<file path="src/design/assert_macros.svh">
// Assertion macros shared by the decoder RTL.
`ifndef ASSERT_MACROS_SVH
`define ASSERT_MACROS_SVH

// Property checked at every rising clock edge outside reset.
`define ASSERT_CLK(label, prop, msg) \
   label: assert property (@(posedge clock) disable iff (reset) (prop)) else $error(msg);

// Condition that must never be true outside reset.
`define ASSERT_NEVER(label, cond, msg) \
   label: assert property (@(posedge clock) disable iff (reset) !(cond)) else $error(msg);

`endif

</file>
<file path="src/design/rv64d_pkg.sv">
// Types and constants of the RV64I instruction decoder.
package rv64d_pkg;

   localparam int InstrWidth = 32;

   typedef enum logic [1:0] {
      ST_OK      = 2'd0,
      ST_COMPACT = 2'd1,
      ST_UNKNOWN = 2'd2,
      ST_UNDEF   = 2'd3
   } status_type;

   typedef enum logic [5:0] {
      OP_INVALID   = 6'd0,
      OP_LB        = 6'd1,
      OP_LH        = 6'd2,
      OP_LW        = 6'd3,
      OP_LD        = 6'd4,
      OP_LBU       = 6'd5,
      OP_LHU       = 6'd6,
      OP_LWU       = 6'd7,
      OP_SB        = 6'd8,
      OP_SH        = 6'd9,
      OP_SW        = 6'd10,
      OP_SD        = 6'd11,
      OP_SUB       = 6'd12,
      OP_ADD       = 6'd13,
      OP_SLL       = 6'd14,
      OP_SLT       = 6'd15,
      OP_SLTU      = 6'd16,
      OP_XOR       = 6'd17,
      OP_SRA       = 6'd18,
      OP_SRL       = 6'd19,
      OP_OR        = 6'd20,
      OP_AND       = 6'd21,
      OP_ADDI      = 6'd22,
      OP_SLLI      = 6'd23,
      OP_SLTI      = 6'd24,
      OP_SLTIU     = 6'd25,
      OP_XORI      = 6'd26,
      OP_SRAI      = 6'd27,
      OP_SRLI      = 6'd28,
      OP_ORI       = 6'd29,
      OP_ANDI      = 6'd30,
      OP_SUBW      = 6'd31,
      OP_ADDW      = 6'd32,
      OP_SLLW      = 6'd33,
      OP_SRAW      = 6'd34,
      OP_SRLW      = 6'd35,
      OP_ADDIW     = 6'd36,
      OP_SLLIW     = 6'd37,
      OP_SRAIW     = 6'd38,
      OP_SRLIW     = 6'd39,
      OP_BEQ       = 6'd40,
      OP_BNE       = 6'd41,
      OP_BLT       = 6'd42,
      OP_BGE       = 6'd43,
      OP_BLTU      = 6'd44,
      OP_BGEU      = 6'd45,
      OP_FENCE_TSO = 6'd46,
      OP_PAUSE     = 6'd47,
      OP_FENCE     = 6'd48,
      OP_ECALL     = 6'd49,
      OP_EBREAK    = 6'd50,
      OP_LUI       = 6'd51,
      OP_AUIPC     = 6'd52,
      OP_JAL       = 6'd53,
      OP_JALR      = 6'd54
   } op_type;

   // Major opcodes, instruction bits 6 to 2.
   localparam logic [4:0] MAJ_LOAD      = 5'h00;
   localparam logic [4:0] MAJ_MISC_MEM  = 5'h03;
   localparam logic [4:0] MAJ_OP_IMM    = 5'h04;
   localparam logic [4:0] MAJ_AUIPC     = 5'h05;
   localparam logic [4:0] MAJ_OP_IMM_32 = 5'h06;
   localparam logic [4:0] MAJ_STORE     = 5'h08;
   localparam logic [4:0] MAJ_OP        = 5'h0C;
   localparam logic [4:0] MAJ_LUI       = 5'h0D;
   localparam logic [4:0] MAJ_OP_32     = 5'h0E;
   localparam logic [4:0] MAJ_BRANCH    = 5'h18;
   localparam logic [4:0] MAJ_JALR      = 5'h19;
   localparam logic [4:0] MAJ_JAL       = 5'h1B;
   localparam logic [4:0] MAJ_SYSTEM    = 5'h1C;

   // Whole words that are matched exactly.
   localparam logic [31:0] WORD_FENCE_TSO = 32'h8330000f;
   localparam logic [31:0] WORD_PAUSE     = 32'h0100000f;
   localparam logic [31:0] WORD_ECALL     = 32'h00000073;
   localparam logic [31:0] WORD_EBREAK    = 32'h00100073;

   localparam logic [6:0] FUNCT7_ALT     = 7'h20;
   localparam logic [6:0] FUNCT7_SRAI_MASK = 7'h7e;

   typedef struct packed {
      logic [31:0] immediate;
      logic [6:0]  upper_code;
      logic [2:0]  minor_code;
      logic [4:0]  src2_reg;
      logic [4:0]  src1_reg;
      logic [4:0]  dest_reg;
      op_type      operation;
      logic [4:0]  major_opcode;
      status_type  status;
   } rsp_type;

   localparam int RspWidth      = $bits(rsp_type);
   localparam int RspTdataWidth = ((RspWidth + 7) / 8) * 8;

endpackage

</file>
<file path="src/design/rv64i_instruction_decoder_core.sv">
// Top level of the RV64I instruction decoder: input stage, decode logic, result stage.
//
//   channel   dir   width   contents
//   req_*     in    32      instruction word
//   rsp_*     out   72      decoded fields
//
// An accepted word reaches rsp_* through the input register and the result register;
// one word can be accepted in every cycle while rsp_tready does not stall the output side.
// The latency is set by the input register and the result register around the
// single decode pass.
// Synchronous reset empties both stages.
// A stall on rsp_tready holds the result and propagates to req_tready only when
// both stages are full.
`include "assert_macros.svh"

module rv64i_instruction_decoder_core (
   input  logic                                clock,
   input  logic                                reset,
   input  logic                                req_tvalid,
   output logic                                req_tready,
   // [31:0] instr_word
   input  logic [rv64d_pkg::InstrWidth-1:0]    req_tdata,
   output logic                                rsp_tvalid,
   input  logic                                rsp_tready,
   // [1:0] status, [6:2] major_opcode, [12:7] operation, [17:13] dest_reg,
   // [22:18] src1_reg, [27:23] src2_reg, [30:28] minor_code,
   // [37:31] upper_code, [69:38] immediate, [71:70] zero
   output logic [rv64d_pkg::RspTdataWidth-1:0] rsp_tdata
);
   import rv64d_pkg::*;

   logic                  word_valid;
   logic                  word_ready;
   logic [InstrWidth-1:0] word;
   rsp_type               decoded;
   logic [RspWidth-1:0]   rsp_bits;
   rsp_type               rsp_view;

   rv64d_stage #(
      .Width(InstrWidth)
   ) u_in_stage (
      .clock    (clock),
      .reset    (reset),
      .in_valid (req_tvalid),
      .in_ready (req_tready),
      .in_data  (req_tdata),
      .out_valid(word_valid),
      .out_ready(word_ready),
      .out_data (word)
   );

   rv64d_decode u_decode (
      .instr_word(word),
      .result    (decoded)
   );

   rv64d_stage #(
      .Width(RspWidth)
   ) u_out_stage (
      .clock    (clock),
      .reset    (reset),
      .in_valid (word_valid),
      .in_ready (word_ready),
      .in_data  (decoded),
      .out_valid(rsp_tvalid),
      .out_ready(rsp_tready),
      .out_data (rsp_bits)
   );

   assign rsp_view  = rsp_type'(rsp_bits);
   assign rsp_tdata = {{(RspTdataWidth - RspWidth){1'b0}}, rsp_bits};

   `ASSERT_CLK(a_accept_fills_stage, (req_tvalid && req_tready) |=> word_valid,
      "accepted word did not reach the input stage")
   `ASSERT_CLK(a_ok_has_op, (rsp_tvalid && rsp_view.status == ST_OK) |->
      (rsp_view.operation != OP_INVALID), "valid word without an operation")
   `ASSERT_NEVER(a_bad_has_op, rsp_tvalid && rsp_view.status != ST_OK &&
      (rsp_view.operation != OP_INVALID || rsp_view.immediate != 32'b0),
      "rejected word carries an operation or immediate")
   `ASSERT_NEVER(a_compact_clear, rsp_tvalid && rsp_view.status == ST_COMPACT &&
      (rsp_view.major_opcode != 5'b0 || rsp_view.dest_reg != 5'b0),
      "compressed word carries fields")

endmodule

</file>
<file path="src/design/rv64d_stage.sv">
// Register stage with valid/ready handshake that streams one item per cycle while out_ready is high.
module rv64d_stage #(
   parameter int Width = 32
) (
   input  logic             clock,
   input  logic             reset,
   input  logic             in_valid,
   output logic             in_ready,
   input  logic [Width-1:0] in_data,
   output logic             out_valid,
   input  logic             out_ready,
   output logic [Width-1:0] out_data
);

   logic             valid_ff;
   logic             valid_in;
   logic [Width-1:0] data_ff;

   // The stage refills in the same cycle that its content is taken.
   assign in_ready  = !valid_ff || out_ready;
   assign valid_in  = in_ready ? in_valid : valid_ff;
   assign out_valid = valid_ff;
   assign out_data  = data_ff;

   always_ff @(posedge clock) begin
      if (reset) begin
         valid_ff <= 1'b0;
      end else begin
         valid_ff <= valid_in;
      end
   end

   always_ff @(posedge clock) begin
      if (in_ready && in_valid) begin
         data_ff <= in_data;
      end
   end

endmodule

</file>
<file path="src/design/rv64d_decode.sv">
// Combinational field split, operation lookup and immediate build of one word.
module rv64d_decode (
   input  logic [rv64d_pkg::InstrWidth-1:0] instr_word,
   output rv64d_pkg::rsp_type               result
);
   import rv64d_pkg::*;

   logic [4:0]  maj;
   logic [2:0]  f3;
   logic [6:0]  f7;
   logic        sel20;
   logic        srai_sel;
   logic        known;
   op_type      op;
   logic [31:0] imm;

   assign maj      = instr_word[6:2];
   assign f3       = instr_word[14:12];
   assign f7       = instr_word[31:25];
   assign sel20    = (f7 == FUNCT7_ALT);
   assign srai_sel = ((f7 & FUNCT7_SRAI_MASK) == FUNCT7_ALT);

   always_comb begin
      op    = OP_INVALID;
      known = 1'b1;
      unique case (maj)
         MAJ_LOAD: begin
            unique case (f3)
               3'd0: op = OP_LB;
               3'd1: op = OP_LH;
               3'd2: op = OP_LW;
               3'd3: op = OP_LD;
               3'd4: op = OP_LBU;
               3'd5: op = OP_LHU;
               3'd6: op = OP_LWU;
               default: op = OP_INVALID;
            endcase
         end
         MAJ_STORE: begin
            unique case (f3)
               3'd0: op = OP_SB;
               3'd1: op = OP_SH;
               3'd2: op = OP_SW;
               3'd3: op = OP_SD;
               default: op = OP_INVALID;
            endcase
         end
         MAJ_BRANCH: begin
            unique case (f3)
               3'd0: op = OP_BEQ;
               3'd1: op = OP_BNE;
               3'd4: op = OP_BLT;
               3'd5: op = OP_BGE;
               3'd6: op = OP_BLTU;
               3'd7: op = OP_BGEU;
               default: op = OP_INVALID;
            endcase
         end
         MAJ_OP: begin
            unique case (f3)
               3'd0: op = sel20 ? OP_SUB : OP_ADD;
               3'd1: op = OP_SLL;
               3'd2: op = OP_SLT;
               3'd3: op = OP_SLTU;
               3'd4: op = OP_XOR;
               3'd5: op = sel20 ? OP_SRA : OP_SRL;
               3'd6: op = OP_OR;
               default: op = OP_AND;
            endcase
         end
         MAJ_OP_IMM: begin
            unique case (f3)
               3'd0: op = OP_ADDI;
               3'd1: op = OP_SLLI;
               3'd2: op = OP_SLTI;
               3'd3: op = OP_SLTIU;
               3'd4: op = OP_XORI;
               3'd5: op = srai_sel ? OP_SRAI : OP_SRLI;
               3'd6: op = OP_ORI;
               default: op = OP_ANDI;
            endcase
         end
         MAJ_OP_32: begin
            unique case (f3)
               3'd0: op = sel20 ? OP_SUBW : OP_ADDW;
               3'd1: op = OP_SLLW;
               3'd5: op = sel20 ? OP_SRAW : OP_SRLW;
               default: op = OP_INVALID;
            endcase
         end
         MAJ_OP_IMM_32: begin
            unique case (f3)
               3'd0: op = OP_ADDIW;
               3'd1: op = OP_SLLIW;
               3'd5: op = sel20 ? OP_SRAIW : OP_SRLIW;
               default: op = OP_INVALID;
            endcase
         end
         MAJ_MISC_MEM: begin
            if (instr_word == WORD_FENCE_TSO) begin
               op = OP_FENCE_TSO;
            end else if (instr_word == WORD_PAUSE) begin
               op = OP_PAUSE;
            end else if (f3 == 3'd0) begin
               op = OP_FENCE;
            end
         end
         MAJ_SYSTEM: begin
            if (instr_word == WORD_ECALL) begin
               op = OP_ECALL;
            end else if (instr_word == WORD_EBREAK) begin
               op = OP_EBREAK;
            end
         end
         MAJ_LUI:   op = OP_LUI;
         MAJ_AUIPC: op = OP_AUIPC;
         MAJ_JAL:   op = OP_JAL;
         MAJ_JALR:  op = OP_JALR;
         default:   known = 1'b0;
      endcase
   end

   always_comb begin
      unique case (maj)
         MAJ_LOAD, MAJ_OP_IMM, MAJ_OP_IMM_32, MAJ_JALR:
            imm = {{20{instr_word[31]}}, instr_word[31:20]};
         MAJ_STORE:
            imm = {{20{instr_word[31]}}, instr_word[31:25], instr_word[11:7]};
         MAJ_LUI, MAJ_AUIPC:
            imm = {instr_word[31:12], 12'b0};
         MAJ_BRANCH:
            imm = {{19{instr_word[31]}}, instr_word[31], instr_word[7],
                   instr_word[30:25], instr_word[11:8], 1'b0};
         MAJ_JAL:
            imm = {{11{instr_word[31]}}, instr_word[31], instr_word[19:12],
                   instr_word[20], instr_word[30:21], 1'b0};
         default:
            imm = 32'b0;
      endcase
   end

   // Fields are filled in as far as the word proves valid.
   always_comb begin
      result = '0;
      if (instr_word[1:0] != 2'b11) begin
         result.status = ST_COMPACT;
      end else if (!known) begin
         result.status       = ST_UNKNOWN;
         result.major_opcode = maj;
      end else begin
         result.major_opcode = maj;
         result.dest_reg     = instr_word[11:7];
         result.src1_reg     = instr_word[19:15];
         result.src2_reg     = instr_word[24:20];
         result.minor_code   = f3;
         result.upper_code   = f7;
         if (op == OP_INVALID) begin
            result.status = ST_UNDEF;
         end else begin
            result.status    = ST_OK;
            result.operation = op;
            result.immediate = imm;
         end
      end
   end

endmodule
</file>
<file path="config.mk">
export PLATFORM = sky130hd
export DESIGN_NAME = rv64i_instruction_decoder_core
export DESIGN_NICKNAME = d
export VERILOG_FILES = /design/src/design/rv64d_pkg.sv /design/src/design/rv64i_instruction_decoder_core.sv /design/src/design/rv64d_stage.sv /design/src/design/rv64d_decode.sv
export VERILOG_INCLUDE_DIRS = /design/src /design/src/design
export SDC_FILE = /design/constraint.sdc
export NUM_CORES = 1
export LEC_CHECK = 0
export ABC_AREA = 1
export BUFFER_PORTS_ARGS = -buffer_cell sky130_fd_sc_hd__buf_2
export CAP_MARGIN = 40
export CORE_MARGIN = 1.5
export CORE_UTILIZATION = 54
export DETAILED_ROUTE_END_ITERATION = 8
export PLACE_DENSITY_LB_ADDON = 0.25
export SYNTH_ARGS = -nofsm -noshare
export SYNTH_HDL_FRONTEND = slang
export SYNTH_HIERARCHICAL = 1
export SYNTH_SLANG_ARGS = --single-unit
export TNS_END_PERCENT = 5
</file>
<file path="constraint.sdc">
create_clock -name clock -period 6.06 [get_ports clock]
set_clock_uncertainty 0.05 [all_clocks]
set_input_delay 0.909 -clock clock [delete_from_list [all_inputs] [get_ports clock]]
set_output_delay 0.909 -clock clock [all_outputs]
set_load 0.01 [all_outputs]
</file>
==> impl_metrics.py, run 1 <==
metrics = {
    "global_routing": {
        "grt_max_degree": 65,
        "grt_antenna_before_repair": 0,
        "grt_pass1_wl_um": 18700,
        "track_usage_pct": 25.2,
        "grt_overflow_total": 0,
        "grt_pass1_vias": 3787,
    },
    "logic_synthesis": {
        "yosysUniqueCellTypes": 25,
        "yosysTopAreaCell": "edfxtp_1",
        "syn_area_um2": 4950,
        "synthCells": 540,
        "ys_ff_latch": 104,
        "syn_avg_cell_area_um2": 9.17,
        "yosysTopAreaCellShare_pct": 61.9,
        "yosysWarnings": 6,
        "ys_top_cells_by_area": "edfxtp_1 62%, nand2_1 11%, nor2_1 9.7%",
        "yosysSeqAreaShare_pct": 62.7,
    },
    "drt": {
        "detailroute.via_count": 4038,
        "vias_per_cell": 5.31,
        "drt-wirelength-per-cell_um": 15.8,
        "dr.pass1.iters": 7,
        "drt_iter0_drc": 317,
        "drc": 10,
        "totalWireLength_um": 12000,
        "ant_nets": 0,
    },
    "clock_tree": {
        "cts-root-buf": "clkbuf_8",
        "insertion_delay_ns": 0.37,
        "post_cts_buffers": 0,
        "h-tree-depth": 3,
        "holdBufCountCts": 0,
        "ctsResizeCount": 0,
        "clk_pin_slew_ns": 0.11,
        "cts.sinks": 104,
        "clk_path_buf_depth": 2,
        "cts_tree": "yes",
        "cts_made_buffers": 9,
    },
    "cells_and_area": {
        "fin_nets": 683,
        "multiInputGateArea_um2": 1530,
        "n_antenna_cell": 0,
        "final-seq-area_um2": 3100,
        "fillers": 737,
        "drive_gt1_share_pct": 22.4,
        "areaGrowthSynthToFinish_pct": 16.4,
    },
    "setup_path": {
        "endpoint_kind": "register",
        "required_ns": 6.11,
        "cp.arrival_ns": 3.24,
        "cp_max_fo": 32,
        "r2r-end": "u_out_stage/out_data[45]",
        "ff2ff_setup_slack_ns": 2.87,
        "worstSetupPathType": "register to register",
        "reg2regPathDepth": 12,
        "worst_setup_path_start_kind": "register",
        "rr_startpoint": "u_in_stage/out_data[1]",
    },
    "timing": {
        "fin_crit_ns": 3.19,
        "hold_viol_final": 0,
        "worstMarginPinSlew_ns": 0.914,
        "finalSetupViolCount": 0,
        "post-route-period-util_pct": 52.6,
        "max_freq_mhz": 314,
        "grt_setup_unrepaired": "no",
        "slew_viol_final": 0,
        "slew_headroom_pct": 38.9,
        "worst_slack_ns": 2.87,
        "finalSetupTns_ns": 0,
    },
    "floorplanning": {
        "core_um2": 8810,
        "die_w_um": 98.7,
        "dieHeight_um": 98.7,
        "rows": 34,
        "io_pins": 110,
        "dieArea_um2": 9750,
        "start_util_pct": 56.2,
    },
    "placement": {
        "port-buffer-count": 107,
        "gp_congestion": 0.948,
        "dp_slack_ns": 2.88,
        "post-dp-hpwl_um": 8910,
    },
    "power_and_ir_drop": {
        "p_leak_uw": 0.00268,
        "power_density_nw_per_um2": 243,
        "max-vdd-ir-drop_mv": 0.157,
    },
    "min_path": {
        "hp-start": "u_in_stage/out_valid",
        "worstHoldEndpoint": "u_in_stage/out_valid",
        "hold_depth": 2,
        "hold_class": "register to register",
    },
    "job": {
        "cap_violations": 0,
    },
    "status": {
        "violations": "DRC",
        "status": "finished with violations",
    },
}
==> metrics by stage <==
step	hold slack, ns	std cells	util (%)	area (µm²)	power [µW]
floorplan	0.428	541	-	4950	960
global route	0.525	760	65.4	5760	1450
finish	0.493	760	65.4	5760	1400
global placement	0.464	742	63.0	5550	1000
CTS	0.499	760	65.4	5760	1400
detailed placement	0.477	744	63.4	5580	1010
==> cell type report <==
cell class | count | area share (%)
tap | 108 | 2.35
sequential | 104 | 53.9
clock inverter | 6 | 0.869
timing repair buffer | 110 | 9.99
multi-input combinational | 357 | 26.5
clock buffer | 10 | 2.21
inverter | 65 | 4.23
==> worst max-delay path: stages, from the launching register on <==
cell and delay (ns):
edfxtp_1 0.38, nand2_1 0.50, inv_1 0.28, nand2_1 0.12, inv_1 0.06, nand2_1 0.05, nor2_1 0.06, nand2_1 0.11
nand2_1 0.08, nor3_1 0.25, nand3_1 0.19, nor2_4 0.64, nor2_1 0.12
==> kinds of logic after synthesis <==
family | after synthesis | synth area share (%)
other | 1 | 0.0758
AND/OR/NAND/NOR | 312 | 25.2
buffers and inverters | 80 | 7.00
flip-flops | 104 | 62.7
AO/OA/AOI/OAI | 43 | 5.01
==> per-layer routing <==
metal	part of all wire [%]	track usage, %
met2	48	40.3
met3	6.4	3.90
met4	1.8	9.45
met1	44	35.2
met5	0	0
==> how the worst max path moves through the flow <==
stage | from | endpoint | slack, ns | depth (start not counted)
3_5_place_dp | u_in_stage/out_data[1] | u_out_stage/out_data[45] | 2.88 | 12
2_1_floorplan | rsp_tready | u_out_stage/out_data[0] | 1.19 | 2
4_1_cts | u_in_stage/out_data[1] | u_out_stage/out_data[45] | 2.86 | 12
5_1_grt | u_in_stage/out_data[1] | u_out_stage/out_data[49] | 2.55 | 12
6_report | u_in_stage/out_data[1] | u_out_stage/out_data[45] | 2.87 | 12
3_3_place_gp | u_in_stage/out_data[0] | u_out_stage/out_data[69] | 2.97 | 12
==> layout by cell type, fill, tap and decap left out, types with 3 or more instances in the layout <==
master,count
nand2_1,143
nor2_1,128
buf_2,108
edfxtp_1,102
inv_1,57
o21ai_0,27
nand3_1,22
clkbuf_8,9
inv_2,8
nor3_1,6
nand2_2,5
nand4_1,4
a21oi_1,4
o22ai_1,4
a21oi_4,3
==> power breakdown <==
part           internal, µW  leakage, µW  switching, µW
registers               820      0.00105           17.3
clock network           156    0.0000908            248
logic                  45.4      0.00154            111
==> flip-flops by register name (all words and copies together), names as in the netlist <==
signal / cells
u_in_stage/out_data: 32
u_out_stage/out_data: 70
u_out_stage/out_valid: 1
u_in_stage/out_valid: 1
==> cell usage after synthesis (all sizes together) <==
library cell    n
o22ai           4
o21ai          27
nor2          132
nand4           4
a21oi           9
nand2         148
conb            1
a21o            1
nand3          22
nor3            6
buf            13
edfxtp        102
o21bai          1
o311ai          1
clkbuf          2
dfxtp           2
inv            65
(Power assumes the default switching activity.)
==> run 2, diff against run 1 <==
- clock period: 6.06 -> 3 ns (I/O delays scaled with it)
==> run 2 against run 1 <==
Net effect: the flow still finishes with violations (DRC); power increased by 100%; clock-buffer cell count unchanged; register-to-register slack got worse by 2.6 ns; via count decreased by 2.2%; critical path type unchanged; critical endpoint is now u_out_stage/out_data[46]; largest power group unchanged.
==> impl_metrics.py, run 2 (synthesis results as in run 1) <==
metrics = {
    "setup_path": {
        "endpoint_kind": "register",
        "rr_startpoint": "u_in_stage/out_data[6]",
        "reg2regPathDepth": 12,
        "cp_max_fo": 32,
        "ff2ff_setup_slack_ns": 0.32,
        "critical-path-max-stage-delay_ns": 0.43,
        "r2r-end": "u_out_stage/out_data[46]",
        "worst_setup_path_start_kind": "register",
        "worstPathCellList": "inv_2, nand2_2, inv_1, nand2_1, nand3_1, nor2_1, nand2_1, nor3_1, nand3_1, nor2_4, buf_4, nor2_1",
        "cp.arrival_ns": 2.74,
        "crit_path_top_delay_cell": "edfxtp_1",
        "crit_family": "simple AND/OR/NAND/NOR gates",
        "critPathBufInv": 3,
        "worstSetupPathType": "register to register",
        "required_ns": 3.06,
    },
    "placement": {
        "place_area_um2": 5620,
        "post-dp-hpwl_um": 8720,
        "gp_congestion": 0.944,
        "dp_slack_ns": 0.348,
        "port-buffer-count": 107,
    },
    "cells_and_area": {
        "final_core_util_pct": 65.8,
        "largest_reg_flops": 70,
        "fin_nets": 688,
        "areaGrowthSynthToFinish_pct": 17.1,
        "layout_commonest_cell": "nand2_1",
        "n_antenna_cell": 0,
        "most-common-layout-cells": "143 x nand2_1, 128 x nor2_1, 107 x buf_2",
        "drive_gt1_share_pct": 23.1,
        "finalInstanceArea_um2": 5800,
    },
    "timing": {
        "worstMarginPinSlew_ns": 0.628,
        "hold_viol_final": 0,
        "worst_slack_ns": 0.319,
        "max_freq_mhz": 373,
        "slew_viol_final": 0,
        "finalSetupViolCount": 0,
        "fin_crit_ns": 2.68,
        "grt_setup_unrepaired": "no",
        "post-route-period-util_pct": 89.4,
        "finalSetupTns_ns": 0,
        "slew_headroom_pct": 58.0,
    },
    "drt": {
        "drt-wirelength-per-cell_um": 15.2,
        "vias_per_cell": 5.16,
        "drt_iter0_drc": 305,
        "wl_met2_um": 5320,
        "met1_length_um": 5360,
        "ant_nets": 0,
        "dr.max_layer_used": "met4",
        "detailroute.via_count": 3948,
        "totalWireLength_um": 11600,
        "dr.pass1.iters": 9,
        "drc": 9,
        "met3_wirelength_um": 757,
    },
    "clock_tree": {
        "cts_made_buffers": 9,
        "insertion_delay_ns": 0.36,
        "cts.sinks": 104,
        "ctsResizeCount": 0,
        "cts_tree": "yes",
        "cts-root-buf": "clkbuf_8",
        "h-tree-depth": 3,
        "clk_pin_slew_ns": 0.10,
        "holdBufCountCts": 0,
        "clk_path_buf_depth": 2,
        "post_cts_buffers": 0,
    },
    "global_routing": {
        "track_usage_pct": 24.9,
        "grt_pass1_vias": 3725,
        "grt_max_degree": 71,
        "grt_overflow_total": 0,
        "grt_pass1_wl_um": 18500,
        "grt_antenna_before_repair": 0,
    },
    "min_path": {
        "hold_class": "primary input to register",
        "hp-start": "req_tdata[25]",
        "worstHoldEndpoint": "u_in_stage/out_data[25]",
        "hold_depth": 1,
    },
    "floorplanning": {
        "dieHeight_um": 98.7,
        "dieArea_um2": 9750,
        "die_w_um": 98.7,
        "io_pins": 110,
        "start_util_pct": 56.2,
        "core_um2": 8810,
        "rows": 34,
    },
    "job": {
        "cap_violations": 0,
    },
    "power_and_ir_drop": {
        "power_density_nw_per_um2": 486,
        "max-vdd-ir-drop_mv": 0.364,
        "p_leak_uw": 0.00270,
    },
    "status": {
        "status": "finished with violations",
        "violations": "DRC",
    },
}
==> run 2: how the worst max path moves through the flow <==
stage	startpoint	to	slack, ns	depth (start not counted)
3_5_place_dp	u_in_stage/out_data[6]	u_out_stage/out_data[49]	0.35	12
2_1_floorplan	rsp_tready	u_in_stage/out_data[0]	0.35	4
4_1_cts	u_in_stage/out_data[6]	u_out_stage/out_data[49]	0.34	12
5_1_grt	u_in_stage/out_data[6]	u_out_stage/out_data[47]	0.09	12
6_report	u_in_stage/out_data[6]	u_out_stage/out_data[46]	0.32	12
3_3_place_gp	u_in_stage/out_data[31]	u_out_stage/out_data[69]	0.32	11
==> run 2: through the flow <==
stage | hold WS [ns] | std cells | total power (µW)
after floorplan | 0.450 | 541 | 1940
after global placement | 0.462 | 749 | 2040
after detailed placement | 0.478 | 749 | 2040
after CTS | 0.182 | 765 | 2840
after global routing | 0.175 | 765 | 2940
final | 0.203 | 765 | 2820
==> run 2: area by class of cell <==
type | count | area [µm²]
Sequential cell | 104 | 3100
Clock inverter | 6 | 51.3
Inverter | 65 | 244
Fill cell | 717 | 3010
Tap cell | 108 | 135
Clock buffer | 10 | 128
Timing Repair Buffer | 115 | 608
Multi-Input combinational cell | 357 | 1530
==> run 2: worst register-to-register path, stage by stage, from the launching register on <==
cell	delay [ns]
edfxtp_1	0.43
inv_2	0.11
nand2_2	0.10
inv_1	0.04
nand2_1	0.32
nand3_1	0.13
nor2_1	0.18
nand2_1	0.07
nor3_1	0.25
nand3_1	0.20
nor2_4	0.13
buf_4	0.31
nor2_1	0.10
==> run 2: where the power goes <==
| group | switching (µW) | total, µW | internal [µW] |
|---|---|---|---|
| sequential | 33.7 | 1690 | 1660 |
| combinational | 223 | 321 | 97.4 |
| clock | 491 | 807 | 316 |
==> run 2: metal layers <==
metal	global-route usage (%)	vias to the layer above
met5	0	-
met4	7.36	0
met3	5.11	13
met2	38.6	155
met1	35.8	1815
li1	-	1965
==> run 3, diff against run 2 <==
- CORE_UTILIZATION: 54 -> 47
- CTS_CLUSTER_DIAMETER: default -> 60
==> run 3 against run 2 <==
Net effect: the flow now finishes without violations; power increased by 4.9%; first-iteration DRC count is 22% lower; combinational power up 6.5%; flip-flop and latch count is the same; hold slack got worse by 0.0053 ns; non-clock buffer count is 1 higher; sequential power about the same; clock-buffer cell count did not move; worst setup slack got worse by 0.034 ns; maximum frequency decreased by 1.3%; routed wire length is 1.4% higher; critical path depth stayed put.
==> impl_metrics.py, run 3 (synthesis results as in run 1) <==
metrics = {
    "clock_tree": {
        "cts.sinks": 104,
        "h-tree-depth": 3,
        "clk_pin_slew_ns": 0.10,
        "cts_tree": "yes",
        "cts-root-buf": "clkbuf_8",
        "insertion_delay_ns": 0.37,
        "clk_path_buf_depth": 2,
        "cts_made_buffers": 9,
    },
    "timing": {
        "worstMarginPinSlew_ns": 0.729,
        "finalSetupViolCount": 0,
        "whs_ns": 0.197,
        "grt_setup_unrepaired": "no",
        "slew_headroom_pct": 50.9,
        "fin_crit_ns": 2.72,
        "hold_viol_final": 0,
        "max_freq_mhz": 368,
        "post-route-period-util_pct": 90.5,
        "slew_viol_final": 0,
        "finalSetupTns_ns": 0,
    },
    "cells_and_area": {
        "layout_commonest_cell": "nand2_1",
        "areaGrowthSynthToFinish_pct": 19.1,
        "largest_reg_flops": 70,
        "fin_nets": 690,
        "drive_gt1_share_pct": 23.3,
        "most-common-layout-cells": "142 x nand2_1, 128 x nor2_1, 107 x buf_2",
        "n_antenna_cell": 0,
    },
    "setup_path": {
        "cp_max_fo": 16,
        "worstSetupPathType": "register to register",
        "worst_setup_path_start_kind": "register",
        "cp.arrival_ns": 2.89,
        "crit_start": "u_in_stage/out_data[2]",
        "cp-endpoint": "u_out_stage/out_data[69]",
        "reg2regPathDepth": 12,
        "r2r-end": "u_out_stage/out_data[69]",
        "required_ns": 3.17,
        "rr_startpoint": "u_in_stage/out_data[2]",
        "endpoint_kind": "register",
        "ff2ff_setup_slack_ns": 0.28,
    },
    "power_and_ir_drop": {
        "p_seq_share_pct": 57.1,
        "switching_share_pct": 24.5,
        "p_switching_uw": 725,
        "clkPwrFrac_pct": 31.3,
        "power_density_nw_per_um2": 502,
        "max-vdd-ir-drop_mv": 0.206,
        "p_int_uw": 2230,
        "p_comb_share_pct": 11.6,
        "p_leak_uw": 0.00273,
    },
    "global_routing": {
        "top_usage_layer": "met2",
        "grt_pass1_wl_um": 18300,
        "grt_use_met3_pct": 3.40,
        "gr-usage-met2_pct": 36.7,
        "grt_overflow_total": 0,
        "grt_max_degree": 71,
        "grt_pass1_vias": 3796,
        "track_usage_pct": 21.5,
        "grt_antenna_before_repair": 0,
        "grtUsageMet1_pct": 26.9,
    },
    "job": {
        "cap_violations": 0,
    },
    "floorplanning": {
        "io_pins": 110,
        "core_um2": 10300,
        "rows": 37,
        "die_w_um": 106,
        "dieArea_um2": 11200,
        "start_util_pct": 48.2,
        "dieHeight_um": 106,
    },
    "placement": {
        "gp_congestion": 0.934,
        "port-buffer-count": 107,
        "post-dp-hpwl_um": 8660,
    },
    "drt": {
        "ant_nets": 0,
        "detailroute.via_count": 3937,
        "drt_iter0_drc": 237,
        "vias_per_cell": 4.96,
        "dr.pass1.iters": 5,
        "drc": 0,
        "totalWireLength_um": 11800,
        "drt-wirelength-per-cell_um": 14.8,
    },
    "min_path": {
        "hold_class": "primary input to register",
        "hp-start": "req_tdata[13]",
    },
    "status": {
        "status": "complete, no violations",
    },
}
==> run 3: worst min-delay path by stage <==
stage / end / cells past startpoint
detailed placement: u_in_stage/out_valid / 2
finish: u_in_stage/out_data[13] / 1
global placement: u_in_stage/out_valid / 2
global route: u_in_stage/out_data[17] / 1
CTS: u_in_stage/out_data[13] / 1
floorplan: u_in_stage/out_valid / 2
==> run 3: repair_timing <==
| action | 4_1_cts | 5_1_grt |
|---|---|---|
| buffers inserted | 0 | 1 |
| hold buffers | 0 | 0 |
| gates resized for setup | 0 | 2 |
| endpoints found under the setup margin | 0 | 32 |
==> run 3: routing by layer <==
layer	part of all wire, %	vias up
li1	-	1969
met2	50	143
met4	2.8	0
met1	42	1802
met5	0	-
met3	5.4	23
==> run 3: worst max-delay path: stages, from the launching register on <==
cell	delay (ns)
edfxtp_1	0.45
inv_1	0.12
nand2_1	0.10
nor2_1	0.46
nand2_1	0.24
o21ai_0	0.26
nor2_1	0.10
nand3_1	0.14
nor2_1	0.07
nand2_1	0.23
nor2_4	0.08
buf_12	0.16
nor2_1	0.11
==> run 3: power groups by stage <==
stage          clock network [µW]  logic, µW  registers, µW
6_report                      926        342           1690
5_1_grt                       999        380           1700
4_1_cts                       947        316           1690
3_5_place_dp                    0        314           1720
3_3_place_gp                    0        314           1720
2_1_floorplan                   0        205           1730
==> run 3: metrics by stage <==
| step | power [µW] | setup slack, ns | cell area, µm² | util (%) | cells |
|---|---|---|---|---|---|
| floorplan | 1940 | 0.346 | 4960 | - | 541 |
| CTS | 2950 | 0.167 | 5860 | 57.0 | 792 |
| global placement | 2030 | 0.247 | 5650 | 55.0 | 777 |
| global route | 3070 | 0.0701 | 5890 | 57.4 | 794 |
| finish | 2960 | 0.285 | 5890 | 57.4 | 794 |
| detailed placement | 2040 | 0.178 | 5650 | 55.0 | 777 |
==> run 3: cell type report <==
| type | instances | area [µm²] |
|---|---|---|
| Fill cell | 946 | 4380 |
| Sequential cell | 104 | 3100 |
| Multi-Input combinational cell | 358 | 1540 |
| Timing Repair Buffer | 116 | 628 |
| Inverter | 65 | 244 |
| Tap cell | 136 | 170 |
| Clock buffer | 10 | 128 |
| Clock inverter | 5 | 81.3 |
